$ cat src/hw/rtl/nm16_pkg.sv
// ----------------------------------------------------------------------------
// nm16_pkg - shared types and nim arithmetic for the 16-bit nim multiplier
// Small fixed-width nim products used by the pipeline stages.
// ----------------------------------------------------------------------------
package nm16_pkg;

	localparam int OperandBits = 16;
	localparam int LaneCount   = 9;

	typedef logic [3:0] nib_t;
	typedef logic [7:0] byte_t;

	typedef struct packed {
		nib_t a;
		nib_t b;
	} pair4_t;

	typedef pair4_t [LaneCount-1:0] pair4_vec_t;
	typedef nib_t   [LaneCount-1:0] prod4_vec_t;
	typedef byte_t  [2:0]           prod8_vec_t;

	// Nim product in the field of 4 elements.
	function automatic logic [1:0] nim2(input logic [1:0] x, input logic [1:0] y);
		logic p00;
		logic pm;
		logic p11;
		p00 = x[0] & y[0];
		pm  = (x[0] ^ x[1]) & (y[0] ^ y[1]);
		p11 = x[1] & y[1];
		return {pm ^ p00, p00 ^ p11};
	endfunction

	// Nim product in the field of 16 elements.
	function automatic nib_t nim4(input nib_t x, input nib_t y);
		logic [1:0] p00;
		logic [1:0] pm;
		logic [1:0] p11;
		p00 = nim2(x[1:0], y[1:0]);
		pm  = nim2(x[1:0] ^ x[3:2], y[1:0] ^ y[3:2]);
		p11 = nim2(x[3:2], y[3:2]);
		return {pm ^ p00, p00 ^ nim2(p11, 2'b10)};
	endfunction

	// Nim product in the field of 256 elements.
	function automatic byte_t nim8(input byte_t x, input byte_t y);
		nib_t p00;
		nib_t pm;
		nib_t p11;
		p00 = nim4(x[3:0], y[3:0]);
		pm  = nim4(x[3:0] ^ x[7:4], y[3:0] ^ y[7:4]);
		p11 = nim4(x[7:4], y[7:4]);
		return {pm ^ p00, p00 ^ nim4(p11, 4'h8)};
	endfunction

endpackage

$ cat src/hw/rtl/nimber_multiply_16.sv
// ----------------------------------------------------------------------------
// nimber_multiply_16 - pipelined 16-bit nim multiplier
// Nim product of two 16-bit nimbers, one operand pair per clock.
// ----------------------------------------------------------------------------
// Usage:
//   Drive left_operand/right_operand and raise start; the word is taken at
//   the rising edge where start is high and busy is low. busy is always low,
//   so a new word may be issued every cycle.
//   The product appears on product with done high for exactly one cycle,
//   once the word has passed the split, 4-bit product, 8-bit merge and
//   16-bit merge stages (one register stage each). Throughput is one
//   product per cycle; results come out in issue order.
//   Operands are masked to FIELD_BITS bits (capped at 16) before use.
//   The receiver cannot stall; done must be sampled when it is high.
//   arst_n clears all stage valid bits; words in flight are dropped and no
//   done is raised until new words have passed the four stages.
// ----------------------------------------------------------------------------
module nimber_multiply_16 #(
	parameter int FIELD_BITS = 16
) (
	input  logic                             clk,
	input  logic                             arst_n,
	input  logic                             start,
	output logic                             busy,
	input  logic [nm16_pkg::OperandBits-1:0] left_operand,
	input  logic [nm16_pkg::OperandBits-1:0] right_operand,
	output logic                             done,
	output logic [nm16_pkg::OperandBits-1:0] product
);
	import nm16_pkg::*;

	logic       valid_s1;
	logic       valid_s2;
	logic       valid_s3;
	pair4_vec_t pairs_s1;
	prod4_vec_t prods_s2;
	prod8_vec_t prods_s3;

	assign busy = 1'b0;

	nm16_split_stage #(
		.FIELD_BITS(FIELD_BITS)
	) u_split (
		.clk          (clk),
		.arst_n       (arst_n),
		.in_valid     (start & ~busy),
		.left_operand (left_operand),
		.right_operand(right_operand),
		.valid_s1     (valid_s1),
		.pairs_s1     (pairs_s1)
	);

	nm16_prod_stage u_prod (
		.clk     (clk),
		.arst_n  (arst_n),
		.valid_s1(valid_s1),
		.pairs_s1(pairs_s1),
		.valid_s2(valid_s2),
		.prods_s2(prods_s2)
	);

	nm16_merge8_stage u_merge8 (
		.clk     (clk),
		.arst_n  (arst_n),
		.valid_s2(valid_s2),
		.prods_s2(prods_s2),
		.valid_s3(valid_s3),
		.prods_s3(prods_s3)
	);

	nm16_merge16_stage u_merge16 (
		.clk       (clk),
		.arst_n    (arst_n),
		.valid_s3  (valid_s3),
		.prods_s3  (prods_s3),
		.valid_s4  (done),
		.product_s4(product)
	);

endmodule

$ cat src/hw/rtl/nm16_split_stage.sv
// ----------------------------------------------------------------------------
// nm16_split_stage - operand masking and two-level Karatsuba split
// Breaks each operand pair into nine 4-bit sub-pairs and registers them.
// ----------------------------------------------------------------------------
module nm16_split_stage #(
	parameter int FIELD_BITS = 16
) (
	input  logic                            clk,
	input  logic                            arst_n,
	input  logic                            in_valid,
	input  logic [nm16_pkg::OperandBits-1:0] left_operand,
	input  logic [nm16_pkg::OperandBits-1:0] right_operand,
	output logic                            valid_s1,
	output nm16_pkg::pair4_vec_t            pairs_s1
);
	import nm16_pkg::*;

	localparam int MaskBits = (FIELD_BITS > OperandBits) ? OperandBits :
		((FIELD_BITS < 1) ? 1 : FIELD_BITS);
	localparam logic [31:0] MaskWide = (32'd1 << MaskBits) - 32'd1;
	localparam logic [OperandBits-1:0] OpMask = MaskWide[OperandBits-1:0];

	logic [OperandBits-1:0] a;
	logic [OperandBits-1:0] b;
	byte_t [2:0] a8;
	byte_t [2:0] b8;
	pair4_vec_t pairs;

	always_comb begin
		a = left_operand & OpMask;
		b = right_operand & OpMask;
		// lane order per level: low halves, xor of halves, high halves
		a8[0] = a[7:0];
		a8[1] = a[7:0] ^ a[15:8];
		a8[2] = a[15:8];
		b8[0] = b[7:0];
		b8[1] = b[7:0] ^ b[15:8];
		b8[2] = b[15:8];
		for (int g = 0; g < 3; g++) begin
			pairs[3*g+0].a = a8[g][3:0];
			pairs[3*g+0].b = b8[g][3:0];
			pairs[3*g+1].a = a8[g][3:0] ^ a8[g][7:4];
			pairs[3*g+1].b = b8[g][3:0] ^ b8[g][7:4];
			pairs[3*g+2].a = a8[g][7:4];
			pairs[3*g+2].b = b8[g][7:4];
		end
	end

	always_ff @(posedge clk or negedge arst_n) begin
		if (!arst_n) begin
			valid_s1 <= 1'b0;
		end else begin
			valid_s1 <= in_valid;
		end
	end

	always_ff @(posedge clk) begin
		pairs_s1 <= pairs;
	end

endmodule

$ cat src/hw/rtl/nm16_prod_stage.sv
// ----------------------------------------------------------------------------
// nm16_prod_stage - nine parallel 4-bit nim products
// One small product per sub-pair, registered.
// ----------------------------------------------------------------------------
module nm16_prod_stage (
	input  logic                 clk,
	input  logic                 arst_n,
	input  logic                 valid_s1,
	input  nm16_pkg::pair4_vec_t pairs_s1,
	output logic                 valid_s2,
	output nm16_pkg::prod4_vec_t prods_s2
);
	import nm16_pkg::*;

	prod4_vec_t prods;

	always_comb begin
		for (int i = 0; i < LaneCount; i++) begin
			prods[i] = nim4(pairs_s1[i].a, pairs_s1[i].b);
		end
	end

	always_ff @(posedge clk or negedge arst_n) begin
		if (!arst_n) begin
			valid_s2 <= 1'b0;
		end else begin
			valid_s2 <= valid_s1;
		end
	end

	always_ff @(posedge clk) begin
		prods_s2 <= prods;
	end

endmodule

$ cat src/hw/rtl/nm16_merge8_stage.sv
// ----------------------------------------------------------------------------
// nm16_merge8_stage - recombine 4-bit products into three 8-bit products
// hi = mid ^ low, lo = low ^ high * 8 in the 16-element field.
// ----------------------------------------------------------------------------
module nm16_merge8_stage (
	input  logic                 clk,
	input  logic                 arst_n,
	input  logic                 valid_s2,
	input  nm16_pkg::prod4_vec_t prods_s2,
	output logic                 valid_s3,
	output nm16_pkg::prod8_vec_t prods_s3
);
	import nm16_pkg::*;

	prod8_vec_t prods;

	always_comb begin
		for (int g = 0; g < 3; g++) begin
			prods[g] = {prods_s2[3*g+1] ^ prods_s2[3*g+0],
				prods_s2[3*g+0] ^ nim4(prods_s2[3*g+2], 4'h8)};
		end
	end

	always_ff @(posedge clk or negedge arst_n) begin
		if (!arst_n) begin
			valid_s3 <= 1'b0;
		end else begin
			valid_s3 <= valid_s2;
		end
	end

	always_ff @(posedge clk) begin
		prods_s3 <= prods;
	end

endmodule

$ cat src/hw/rtl/nm16_merge16_stage.sv
// ----------------------------------------------------------------------------
// nm16_merge16_stage - final recombination into the 16-bit product
// hi = mid ^ low, lo = low ^ high * 0x80 in the 256-element field.
// ----------------------------------------------------------------------------
module nm16_merge16_stage (
	input  logic                             clk,
	input  logic                             arst_n,
	input  logic                             valid_s3,
	input  nm16_pkg::prod8_vec_t             prods_s3,
	output logic                             valid_s4,
	output logic [nm16_pkg::OperandBits-1:0] product_s4
);
	import nm16_pkg::*;

	logic [OperandBits-1:0] prod;

	assign prod = {prods_s3[1] ^ prods_s3[0], prods_s3[0] ^ nim8(prods_s3[2], 8'h80)};

	always_ff @(posedge clk or negedge arst_n) begin
		if (!arst_n) begin
			valid_s4 <= 1'b0;
		end else begin
			valid_s4 <= valid_s3;
		end
	end

	always_ff @(posedge clk) begin
		product_s4 <= prod;
	end

endmodule

$ cat config.mk
export PLATFORM = sky130hd
export DESIGN_NAME = nimber_multiply_16
export DESIGN_NICKNAME = d
export VERILOG_FILES = /design/src/hw/rtl/nm16_pkg.sv /design/src/hw/rtl/nimber_multiply_16.sv /design/src/hw/rtl/nm16_split_stage.sv /design/src/hw/rtl/nm16_prod_stage.sv /design/src/hw/rtl/nm16_merge8_stage.sv /design/src/hw/rtl/nm16_merge16_stage.sv
export SDC_FILE = /design/constraint.sdc
export NUM_CORES = 1
export LEC_CHECK = 0
export BUFFER_PORTS_ARGS = -buffer_cell sky130_fd_sc_hd__buf_2
export CORE_ASPECT_RATIO = 1.1
export CORE_UTILIZATION = 59
export DETAILED_ROUTE_END_ITERATION = 8
export PLACE_DENSITY = 0.82
export SYNTH_ARGS = -nofsm -noshare
export SYNTH_HDL_FRONTEND = slang
export SYNTH_SLANG_ARGS = --single-unit
$ cat constraint.sdc
create_clock -name clk -period 1.8 [get_ports clk]
set_input_delay 0.45 -clock clk [delete_from_list [all_inputs] [get_ports clk]]
set_output_delay 0.45 -clock clk [all_outputs]
set_load 0.03 [all_outputs]
==> results of run 1 <==
## layer usage
| layer | wire length (um) | up-vias | share of wire |
|---|---|---|---|
| met5 | 0 | - | 0 |
| met1 | 4670 | 1745 | 0.43 |
| met4 | 174 | 0 | 0.016 |
| met2 | 5660 | 92 | 0.52 |
| met3 | 376 | 15 | 0.035 |
| li1 | - | 1925 | - |
## synth_stat cells
cell / n / area share
conb_1: 1 / 0.00061
nor3_1: 4 / 0.0033
mux2_2: 25 / 0.046
dfrtp_1: 4 / 0.016
buf_2: 3 / 0.0025
mux2i_1: 2 / 0.0033
mux2_1: 13 / 0.024
a22o_1: 8 / 0.011
dfxtp_1: 148 / 0.48
a22oi_1: 12 / 0.015
o211ai_1: 1 / 0.0012
nand4_1: 1 / 0.0010
nor2_1: 37 / 0.023
o21ai_0: 7 / 0.0057
buf_4: 1 / 0.0012
nand4bb_1: 1 / 0.0018
o21ai_1: 5 / 0.0041
nor2b_1: 3 / 0.0031
nand2b_1: 18 / 0.018
nor4bb_1: 3 / 0.0049
xnor2_1: 104 / 0.15
xnor2_2: 1 / 0.0027
clkbuf_1: 1 / 0.00061
nand2_1: 25 / 0.015
inv_1: 5 / 0.0031
a32oi_1: 6 / 0.0086
or3_1: 4 / 0.0041
xor2_1: 91 / 0.13
xor2_2: 3 / 0.0080
o31ai_1: 1 / 0.0012
a31oi_1: 7 / 0.0072
## sequential cells by signal, summed over array words and instances (netlist names)
signal and flops:
u_merge16.valid_s4 1, u_merge8.prods_s3 24, u_split.valid_s1 1, u_split.pairs_s1 72, u_merge8.valid_s3 1, u_prod.valid_s2 1
u_merge16.product_s4 16, u_prod.prods_s2 36
## cell usage in the layout (no fill, tap or decap), drive strengths merged, types with 4 or more instances in the layout
cell      instances
nand2            25
xnor2           105
clkinvlp          5
nor3              4
a22oi            12
inv              10
nor2             37
or3               4
a22o              8
buf              51
dfxtp           148
a31oi             7
dfrtp             4
a32oi             6
mux2             38
nand2b           18
o21ai            12
xor2             94
clkbuf           20
## kinds of logic after synthesis
family | Yosys count
xor+xnor | 199
buf+inv | 10
mux | 40
compound gates | 47
simple gates | 96
other cells | 1
flops | 152
## how the worst max path moves through the flow
| stage | from | to | cells past startpoint |
|---|---|---|---|
| finish | u_merge16.valid_s4 | done | 1 |
| global route | u_merge16.valid_s4 | done | 1 |
| CTS | u_merge16.valid_s4 | done | 1 |
| detailed placement | u_merge8.prods_s3[22] | u_merge16.product_s4[7] | 4 |
| global placement | u_merge8.prods_s3[22] | u_merge16.product_s4[7] | 4 |
| floorplan | u_split.pairs_s1[18] | u_prod.prods_s2[11] | 5 |
## what timing repair did
| item | CTS | global route |
|---|---|---|
| hold buffers | 1 | 0 |
| buffers inserted | 0 | 0 |
| hold endpoints to repair | 4 | 0 |
## power by group
| part | internal (mW) | switching (mW) |
|---|---|---|
| clock network | 2.03 | 1.35 |
| registers | 4.40 | 0.712 |
| logic | 1.75 | 1.68 |
## cell type report
type | count | area [um^2] | area share
repair buffers | 52 | 265 | 0.0374
flip-flops and latches | 152 | 3060 | 0.432
inverters | 5 | 18.8 | 0.00265
clock buffers | 20 | 435 | 0.0614
clock inverters | 12 | 141 | 0.0200
well taps | 120 | 150 | 0.0212
multi-input cells | 383 | 3010 | 0.425
## stage by stage
| step | util | hold slack (ns) | setup slack, ns | cells | power (mW) |
|---|---|---|---|---|---|
| 3_3_place_gp | 0.651 | 0.253 | 0.434 | 711 | 8.52 |
| 2_1_floorplan | - | 0.154 | 0.485 | 545 | 7.86 |
| 4_1_cts | 0.710 | 0.0221 | 0.286 | 744 | 12.0 |
| 3_5_place_dp | 0.651 | 0.257 | 0.408 | 711 | 8.64 |
| 6_report | 0.710 | 0.0403 | 0.306 | 744 | 11.9 |
| 5_1_grt | 0.710 | 0.0149 | 0.241 | 744 | 12.6 |
==> metrics.md, run 1 <==
| Metric | Value |
|---|---|
| Status | finished, final reports clean |
| IO Pins | 53 |
| Hold_sp | start |
| Synth Area in Adders | 0 |
| Synth Area in XOR/XNOR | 0.290 |
| Pin count of the biggest net entering global routing | 17 |
| Overall routed net length | 10.9 mm |
| CP endpoint kind | primary output |
| First-pass GRT wire length | 17.8 mm |
| Seq cells post-synth | 152 |
| CP top delay family | flip-flops |
| CTS Root Cell | clkbuf_8 |
| Final instance area | 7090 um^2 |
| Nets | 646 |
| Pwr dens | 1680 nW/um^2 |
| Slew Viols, Final | 0 |
| Met1 Use GR | 0.239 |
| GRT met3 Usage | 0.0558 |
| CTS buffer count | 17 |
| Cts repair resizes | 0 |
| Routed via count | 3777 |
| Vias in the first global route | 3876 |
| Worst Hold Path EP | u_split.valid_s1 |
| Placed Area | 6500 um^2 |
| Core box area | 9980 um^2 |
| Area of the die | 10800 um^2 |
| Slew @ Worst Pin | 0.533 ns |
| Cell Chain, Critical Path | buf_2 |
| Max Cap Viol | 0 |
| Final Hold Viols | 0 |
| Largest family of logic cells by synthesized area | XOR/XNOR gates |
| Port Buf Inserts | 51 |
| Startpoint Class | flop |
| Synth-to-Final Area Change | 15.8% |
| Worst-Skew Late Latency | 0.51 ns |
| Max VDD drop | 0.000837 V |
| Remaining global-route overflow | 0 |
| Yosys Warn Count | 0 |
| Share of cells above drive strength 1 | 0.176 |
| CP max-delay cell | dfrtp_1 |
| R2r startpoint | u_split.pairs_s1[18] |
| Post-DP HPWL | 8.39 mm |
| Worst-path clk slew | 0.06 ns |
| Max_slew headroom | 0.642 |
| Antenna fix cells | 0 |
| H-tree levels | 4 |
| Tcrit/Tclk final | 0.830 |
| CP arrival | 1.04 ns |
| Register area share after synthesis | 0.500 |
| Pre-antenna DRT Iters | 4 |
| Met2 usage | 0.410 |
| Leak | 2.87 nW |
| WS Path Type | flop to primary output |
| CTS tree | yes |
| Vias per cell | 5.08 |
| Filler Cell Count | 705 |
| Synth Cell Area | 6120 um^2 |
| Initial antenna violation count | 0 |
| Total track usage | 0.219 |
| End of the worst register-to-register path | u_prod.prods_s2[11] |
| Crit-path max cell delay | 0.36 ns |
| Cells after synthesis | 545 |
| Path depth of the worst reg2reg path | 4 |
| Placer Congestion | 0.797 |
| Most used routing layer in global routing | met2 |
| CP max FO | 1 |
| Die width | 99.1 um |
| Initial DRC Count | 177 |
| TNS Setup | 0 ns |
| Clock skew | 0.00582 ns |
| Compound-Gate Fraction of Synth Area | 0.0542 |
| Post-route minimum period | 1.49 ns |
| Wire length per cell | 14.6 um |
| Final setup fails | 0 |
| FMAX | 669 MHz |
| Row count | 38 |
| Drt drc | 0 |
| RSZ-0062 raised after global routing | no |
| Synth unique cells | 31 |
| Mux cell area share after synthesis | 0.0732 |
| Die H | 109 um |
| Clock sinks | 152 |
| Syn Nets | 580 |
| Mapped Avg Cell Area | 11.2 um^2 |
| R2r setup slk | 0.32 ns |
| Initial Util | 0.613 |
| Hold/Removal Path Class | primary input to flop |
| Bufs on Longest Clock Path | 2 |
| Simple-Gate Fraction of Synth Area | 0.0746 |
| Req. time, crit path | 1.35 ns |
| Detail Route Antenna Nets | 0 |
| Worst Hold Depth | 1 |
| Worst Path Buf+Inv | 1 |
(Power assumes the default switching activity.)
==> inputs of run 2 (changes only) <==
==> constraint.sdc (replaced) <==
create_clock -name clk -period 1.4 [get_ports clk]
set_input_delay 0.35 -clock clk [delete_from_list [all_inputs] [get_ports clk]]
set_output_delay 0.35 -clock clk [all_outputs]
set_load 0.03 [all_outputs]
==> run 2 against run 1 <==
Effect of this change:
- non-clock buffer count rose by 32
- global-route usage grew 2.4 points
- core utilization is 4.0 points higher
- hold slack got worse by 0.016 ns
- combinational power is 35% higher
- worst setup slack got worse by 0.27 ns
- critical path depth did not move
- final cell count rose by 4.0%
- via count up 5.0%
- die area is the same
- count of clock-buffer cells in the layout unchanged
- critical endpoint unchanged
- highest routed layer unchanged
==> metrics.md, run 2 (synthesis results as in run 1) <==
| Metric | Value |
|---|---|
| Status | finished, final reports clean |
| Post-route minimum period | 1.37 ns |
| Die H | 109 um |
| Pwr dens | 2110 nW/um^2 |
| Leak | 3.05 nW |
| Core box area | 9980 um^2 |
| Vias in the first global route | 4049 |
| Bufs on Longest Clock Path | 2 |
| RSZ-0062 raised after global routing | yes |
| Drt drc | 0 |
| Pin count of the biggest net entering global routing | 17 |
| Share of cells above drive strength 1 | 0.201 |
| Req. time, crit path | 1.05 ns |
| Initial Util | 0.613 |
| Synth-to-Final Area Change | 22.2% |
| Vias per cell | 5.12 |
| Slew Viols, Final | 0 |
| Post-DP HPWL | 8.44 mm |
| Die width | 99.1 um |
| CP max FO | 1 |
| Fin Hold WS | 0.0241 ns |
| CTS buffer count | 17 |
| Max Cap Viol | 0 |
| Hold/Removal Path Class | primary input to flop |
| Logic pwr share | 0.293 |
| Clock skew | 0.00842 ns |
| CP max-delay cell | dfrtp_1 |
| Pre-antenna DRT Iters | 4 |
| Clock sinks | 152 |
| Worst-Skew Late Latency | 0.52 ns |
| IO Pins | 53 |
| CTS Root Cell | clkbuf_8 |
| Cell Chain, Critical Path | buf_6 |
| Area of the die | 10800 um^2 |
| Worst-path clk slew | 0.06 ns |
| Remaining global-route overflow | 0 |
| Switching power | 4.83 mW |
| H-tree levels | 4 |
| Switching part of the total | 0.306 |
| Placer Congestion | 0.815 |
| Most common cell after layout, fill and taps aside | dfxtp_1 |
| Port Buf Inserts | 51 |
| Initial DRC Count | 180 |
| Crit-path max cell delay | 0.37 ns |
| Worst Path Buf+Inv | 1 |
| Nets | 678 |
| Startpoint Class | flop |
| Fin util | 0.749 |
| FMAX | 732 MHz |
| Initial antenna violation count | 1 |
| Most flops, register | u_split.pairs_s1 |
| Detail Route Antenna Nets | 0 |
| First-pass GRT wire length | 19.4 mm |
| Row count | 38 |
| Routed via count | 3965 |
| Final setup fails | 0 |
| Overall routed net length | 12.5 mm |
| Finished Layout Cells | 774 |
| Max FFs per register | 72 |
| Dpl cells | 713 |
| Commonest non-fill, non-tap cells in the layout | dfxtp_1 (131), xnor2_1 (101), xor2_1 (89) |
| CTS tree | yes |
| Final Hold Viols | 0 |
| WS Path Type | flop to primary output |
| P_int | 10.9 mW |
| Flop pwr share | 0.419 |
| CP endpoint kind | primary output |
| CP top delay family | flip-flops |
| CP arrival | 1.02 ns |
| Tcrit/Tclk final | 0.976 |
| Total track usage | 0.244 |
| Wire length per cell | 16.2 um |
| Largest regs | u_split.pairs_s1: 72 flops, u_prod.prods_s2: 36 flops, u_merge8.prods_s3: 24 flops |
| Max VDD drop | 0.00105 V |
| Clk pwr share | 0.288 |
## run 2: cell count changes in the layout (fill, tap and decap cells not counted), sizes merged
cell | previous run | this run
dlygate4sd3 | 1 | 31
inv | 10 | 5
clkinv | 0 | 4
clkinvlp | 5 | 1
bufinv | 2 | 4
buf | 51 | 52
clkbuf | 20 | 21
diode | 0 | 1
## run 2: layout make-up
cell class / instances / area [um^2]
antenna: 1 / 2.50
clock buffer: 20 / 435
multi-input combinational: 383 / 3050
clock inverter: 9 / 151
fill: 633 / 2500
inverter: 5 / 18.8
timing repair buffer: 84 / 589
tap: 120 / 150
sequential: 152 / 3080
## run 2: what timing repair did
| item | CTS | global route |
|---|---|---|
| gates resized for setup | 3 | 22 |
| endpoints found under the setup margin | 2 | 9 |
| pin swaps | 0 | 2 |
| hold endpoints to repair | 34 | 0 |
| buffers inserted | 0 | 0 |
| hold buffers | 31 | 0 |
## run 2: per-layer routing
layer  global-route usage  vias to the layer above  part of all wire
met2                0.449                      122              0.52
li1                     -                     1986                 -
met5                    0                        -                 0
met1                0.260                     1825              0.41
met4                0.126                        0             0.035
met3               0.0590                       32             0.036
## run 2: power by group through the flow
| stage | Sequential, mW | Clock, mW | Combinational [mW] |
|---|---|---|---|
| floorplan | 6.94 | 0 | 3.16 |
| global placement | 6.62 | 0 | 4.38 |
| detailed placement | 6.68 | 0 | 4.50 |
| CTS | 6.60 | 4.58 | 4.62 |
| global route | 6.74 | 4.77 | 5.02 |
| finish | 6.60 | 4.54 | 4.62 |
## run 2: through the flow
stage | worst slack [ns] | power (mW) | TNS (ns) | area [um^2]
detailed placement | 0.0387 | 11.2 | 0 | 6520
floorplan | 0.0851 | 10.1 | 0 | 6120
finish | 0.0333 | 15.8 | 0 | 7480
global route | -0.0536 | 16.5 | -0.0645 | 7480
global placement | 0.103 | 11.0 | 0 | 6520
CTS | 0.000191 | 15.8 | 0 | 7420
## run 2: final timing paths
check / from / endpoint / slack [ns] / cells after the start
min: right_operand[0] / u_split.pairs_s1[0] / 0.02 / 1
min in group asynchronous: arst_n / u_prod.valid_s2 / 0.17 / 2
max reg2reg: u_split.pairs_s1[2] / u_prod.prods_s2[3] / 0.04 / 4
max in group asynchronous: arst_n / u_split.valid_s1 / 1.12 / 2
min reg2reg: u_prod.valid_s2 / u_merge8.valid_s3 / 0.35 / 0
max: u_merge16.valid_s4 / done / 0.03 / 1
==> inputs of run 3 (changes only) <==
--- a/config.mk
+++ b/config.mk
@@ -7,9 +7,9 @@
 export LEC_CHECK = 0
 export BUFFER_PORTS_ARGS = -buffer_cell sky130_fd_sc_hd__buf_2
 export CORE_ASPECT_RATIO = 1.1
-export CORE_UTILIZATION = 59
+export CORE_UTILIZATION = 49
 export DETAILED_ROUTE_END_ITERATION = 8
-export PLACE_DENSITY = 0.82
+export PLACE_DENSITY = 0.71
 export SYNTH_ARGS = -nofsm -noshare
 export SYNTH_HDL_FRONTEND = slang
 export SYNTH_SLANG_ARGS = --single-unit
==> run 3 against run 2 <==
Effect of this change:
- combinational power down 2%
- fmax up 2.4%
- clock skew down 0.0017 ns
- first-iteration DRC count down 6.7%
- worst setup slack better by 0.032 ns
- register-to-register slack better by 0.02 ns
- highest routed layer unchanged
==> metrics.md, run 3 (synthesis results as in run 1) <==
| Metric | Value |
|---|---|
| Commonest non-fill, non-tap cells in the layout | dfxtp_1 (138), xnor2_1 (103), xor2_1 (87) |
| Core box area | 12100 um^2 |
| Vias per cell | 4.83 |
| Share of cells above drive strength 1 | 0.205 |
| Post-route minimum period | 1.34 ns |
| Final Hold Viols | 0 |
| Slew Viols, Final | 0 |
| Pwr dens | 2210 nW/um^2 |
| Leak | 2.96 nW |
| Fin Hold WS | 0.0514 ns |
| Bufs on Longest Clock Path | 2 |
| Max Cap Viol | 0 |
| Logic pwr share | 0.281 |
| Most common cell after layout, fill and taps aside | dfxtp_1 |
| R2r setup slk | 0.06 ns |
| CTS buffer count | 17 |
| Max FFs per register | 72 |
| Flop pwr share | 0.406 |
| Clock sinks | 152 |
| Clock skew | 0.00677 ns |
| Vias in the first global route | 3874 |
| Routed via count | 3777 |
| Worst Hold Path EP | u_split.valid_s1 |
| Switching power | 4.79 mW |
| Row count | 42 |
| Tcrit/Tclk final | 0.954 |
| Pin count of the biggest net entering global routing | 17 |
| Post-CTS Setup Bufs | 0 |
| Post-DP HPWL | 8.76 mm |
| Switching part of the total | 0.297 |
| CP endpoint kind | flop |
| Total track usage | 0.193 |
| Die width | 109 um |
| R2r startpoint | u_split.pairs_s1[13] |
| Antenna fix cells | 0 |
| Remaining global-route overflow | 0 |
| Crit-path max cell delay | 0.42 ns |
| Worst-Skew Late Latency | 0.41 ns |
| Port Buf Inserts | 51 |
| Filler Cell Count | 1005 |
| Placer Congestion | 0.825 |
| Req. time, crit path | 1.69 ns |
| CP max FO | 4 |
| TNS Setup | 0 ns |
| Initial Util | 0.506 |
| Detail Route Antenna Nets | 0 |
| CTS Root Cell | clkbuf_16 |
| WS Path Type | flop to flop |
| IO Pins | 53 |
| Worst Setup Slack, final | 0.0648 ns |
| End of the worst register-to-register path | u_prod.prods_s2[7] |
| Worst-path clk slew | 0.06 ns |
| Nets | 650 |
| Pre-antenna DRT Iters | 5 |
| H-tree levels | 4 |
| CP max-delay cell | dfxtp_1 |
| CP arrival | 1.62 ns |
| RSZ-0062 raised after global routing | no |
| P_int | 11.4 mW |
| Path depth of the worst reg2reg path | 3 |
| Drt drc | 0 |
| Wire length per cell | 14.2 um |
| Crit path from | u_split.pairs_s1[13] |
| Place WS | 0.0442 ns |
| Final setup fails | 0 |
| Max VDD drop | 0.00147 V |
| Hold_sp | start |
| Initial DRC Count | 168 |
| Fin util | 0.604 |
| FMAX | 749 MHz |
| Largest regs | u_split.pairs_s1: 72 flops, u_prod.prods_s2: 36 flops, u_merge8.prods_s3: 24 flops |
| Clk pwr share | 0.313 |
| Initial antenna violation count | 0 |
| Worst Hold Depth | 1 |
| Hold/Removal Path Class | primary input to flop |
| CTS tree | yes |
| Status | finished, final reports clean |
| Cell Chain, Critical Path | mux2_1 > a22o_1 > xor2_1 |
| Startpoint Class | flop |
| Synth-to-Final Area Change | 19.3% |
| Area of the die | 12900 um^2 |
| Overall routed net length | 11.1 mm |
| Most flops, register | u_split.pairs_s1 |
| First-pass GRT wire length | 18.2 mm |
| Die H | 119 um |
## run 3: through the flow
stage / cells / instance area (um^2) / total power, mW
after floorplan: 545 / 6120 / 10.1
after global placement: 749 / 6570 / 11.1
after detailed placement: 749 / 6570 / 11.2
after CTS: 782 / 7250 / 16.3
after global routing: 782 / 7300 / 17.1
final: 782 / 7300 / 16.1
## run 3: worst max path at each step
stage | end | slack (ns) | cells after the start
after floorplan | u_prod.prods_s2[11] | 0.09 | 5
after global placement | u_prod.prods_s2[11] | 0.09 | 4
after detailed placement | u_merge16.product_s4[7] | 0.04 | 4
after CTS | u_merge16.product_s4[7] | 0.04 | 4
after global routing | u_prod.prods_s2[15] | 0.003 | 4
final | u_prod.prods_s2[7] | 0.06 | 3
## run 3: layer usage
metal  vias to the layer above  track usage  part of all wire
met2                        93        0.335              0.51
li1                       1933            -                 -
met3                        19       0.0460             0.034
met1                      1732        0.214              0.43
met5                         -            0                 0
met4                         0        0.102             0.027
## run 3: layout make-up
cell class	count	area, um^2	area share
clock buffers	20	447	0.0612
clock inverters	12	223	0.0305
inverters	5	18.8	0.00257
multi-input cells	383	3050	0.418
flip-flops and latches	152	3080	0.421
well taps	154	193	0.0264
repair buffers	56	295	0.0404
## run 3: power groups by stage
stage / clock network, mW / logic (mW) / registers, mW
final: 5.05 / 4.54 / 6.56
after global routing: 5.35 / 5.02 / 6.71
after CTS: 5.14 / 4.60 / 6.57
after detailed placement: 0 / 4.58 / 6.66
after global placement: 0 / 4.47 / 6.61
after floorplan: 0 / 3.16 / 6.94
## run 3: critical path: cells and delay by family, from the launching register on
| family | cells | cell delay [ns] |
|---|---|---|
| muxes | 1 | 0.35 |
| DFF | 1 | 0.42 |
| xor gates and xnor gates | 1 | 0.17 |
| AOI/OAI and AO/OA | 1 | 0.27 |
## run 3: timing repair
action | CTS | global route
endpoints found under the hold margin | 4 | 0
hold buffers | 1 | 0
setup endpoints to repair | 0 | 6
resized for setup | 0 | 15
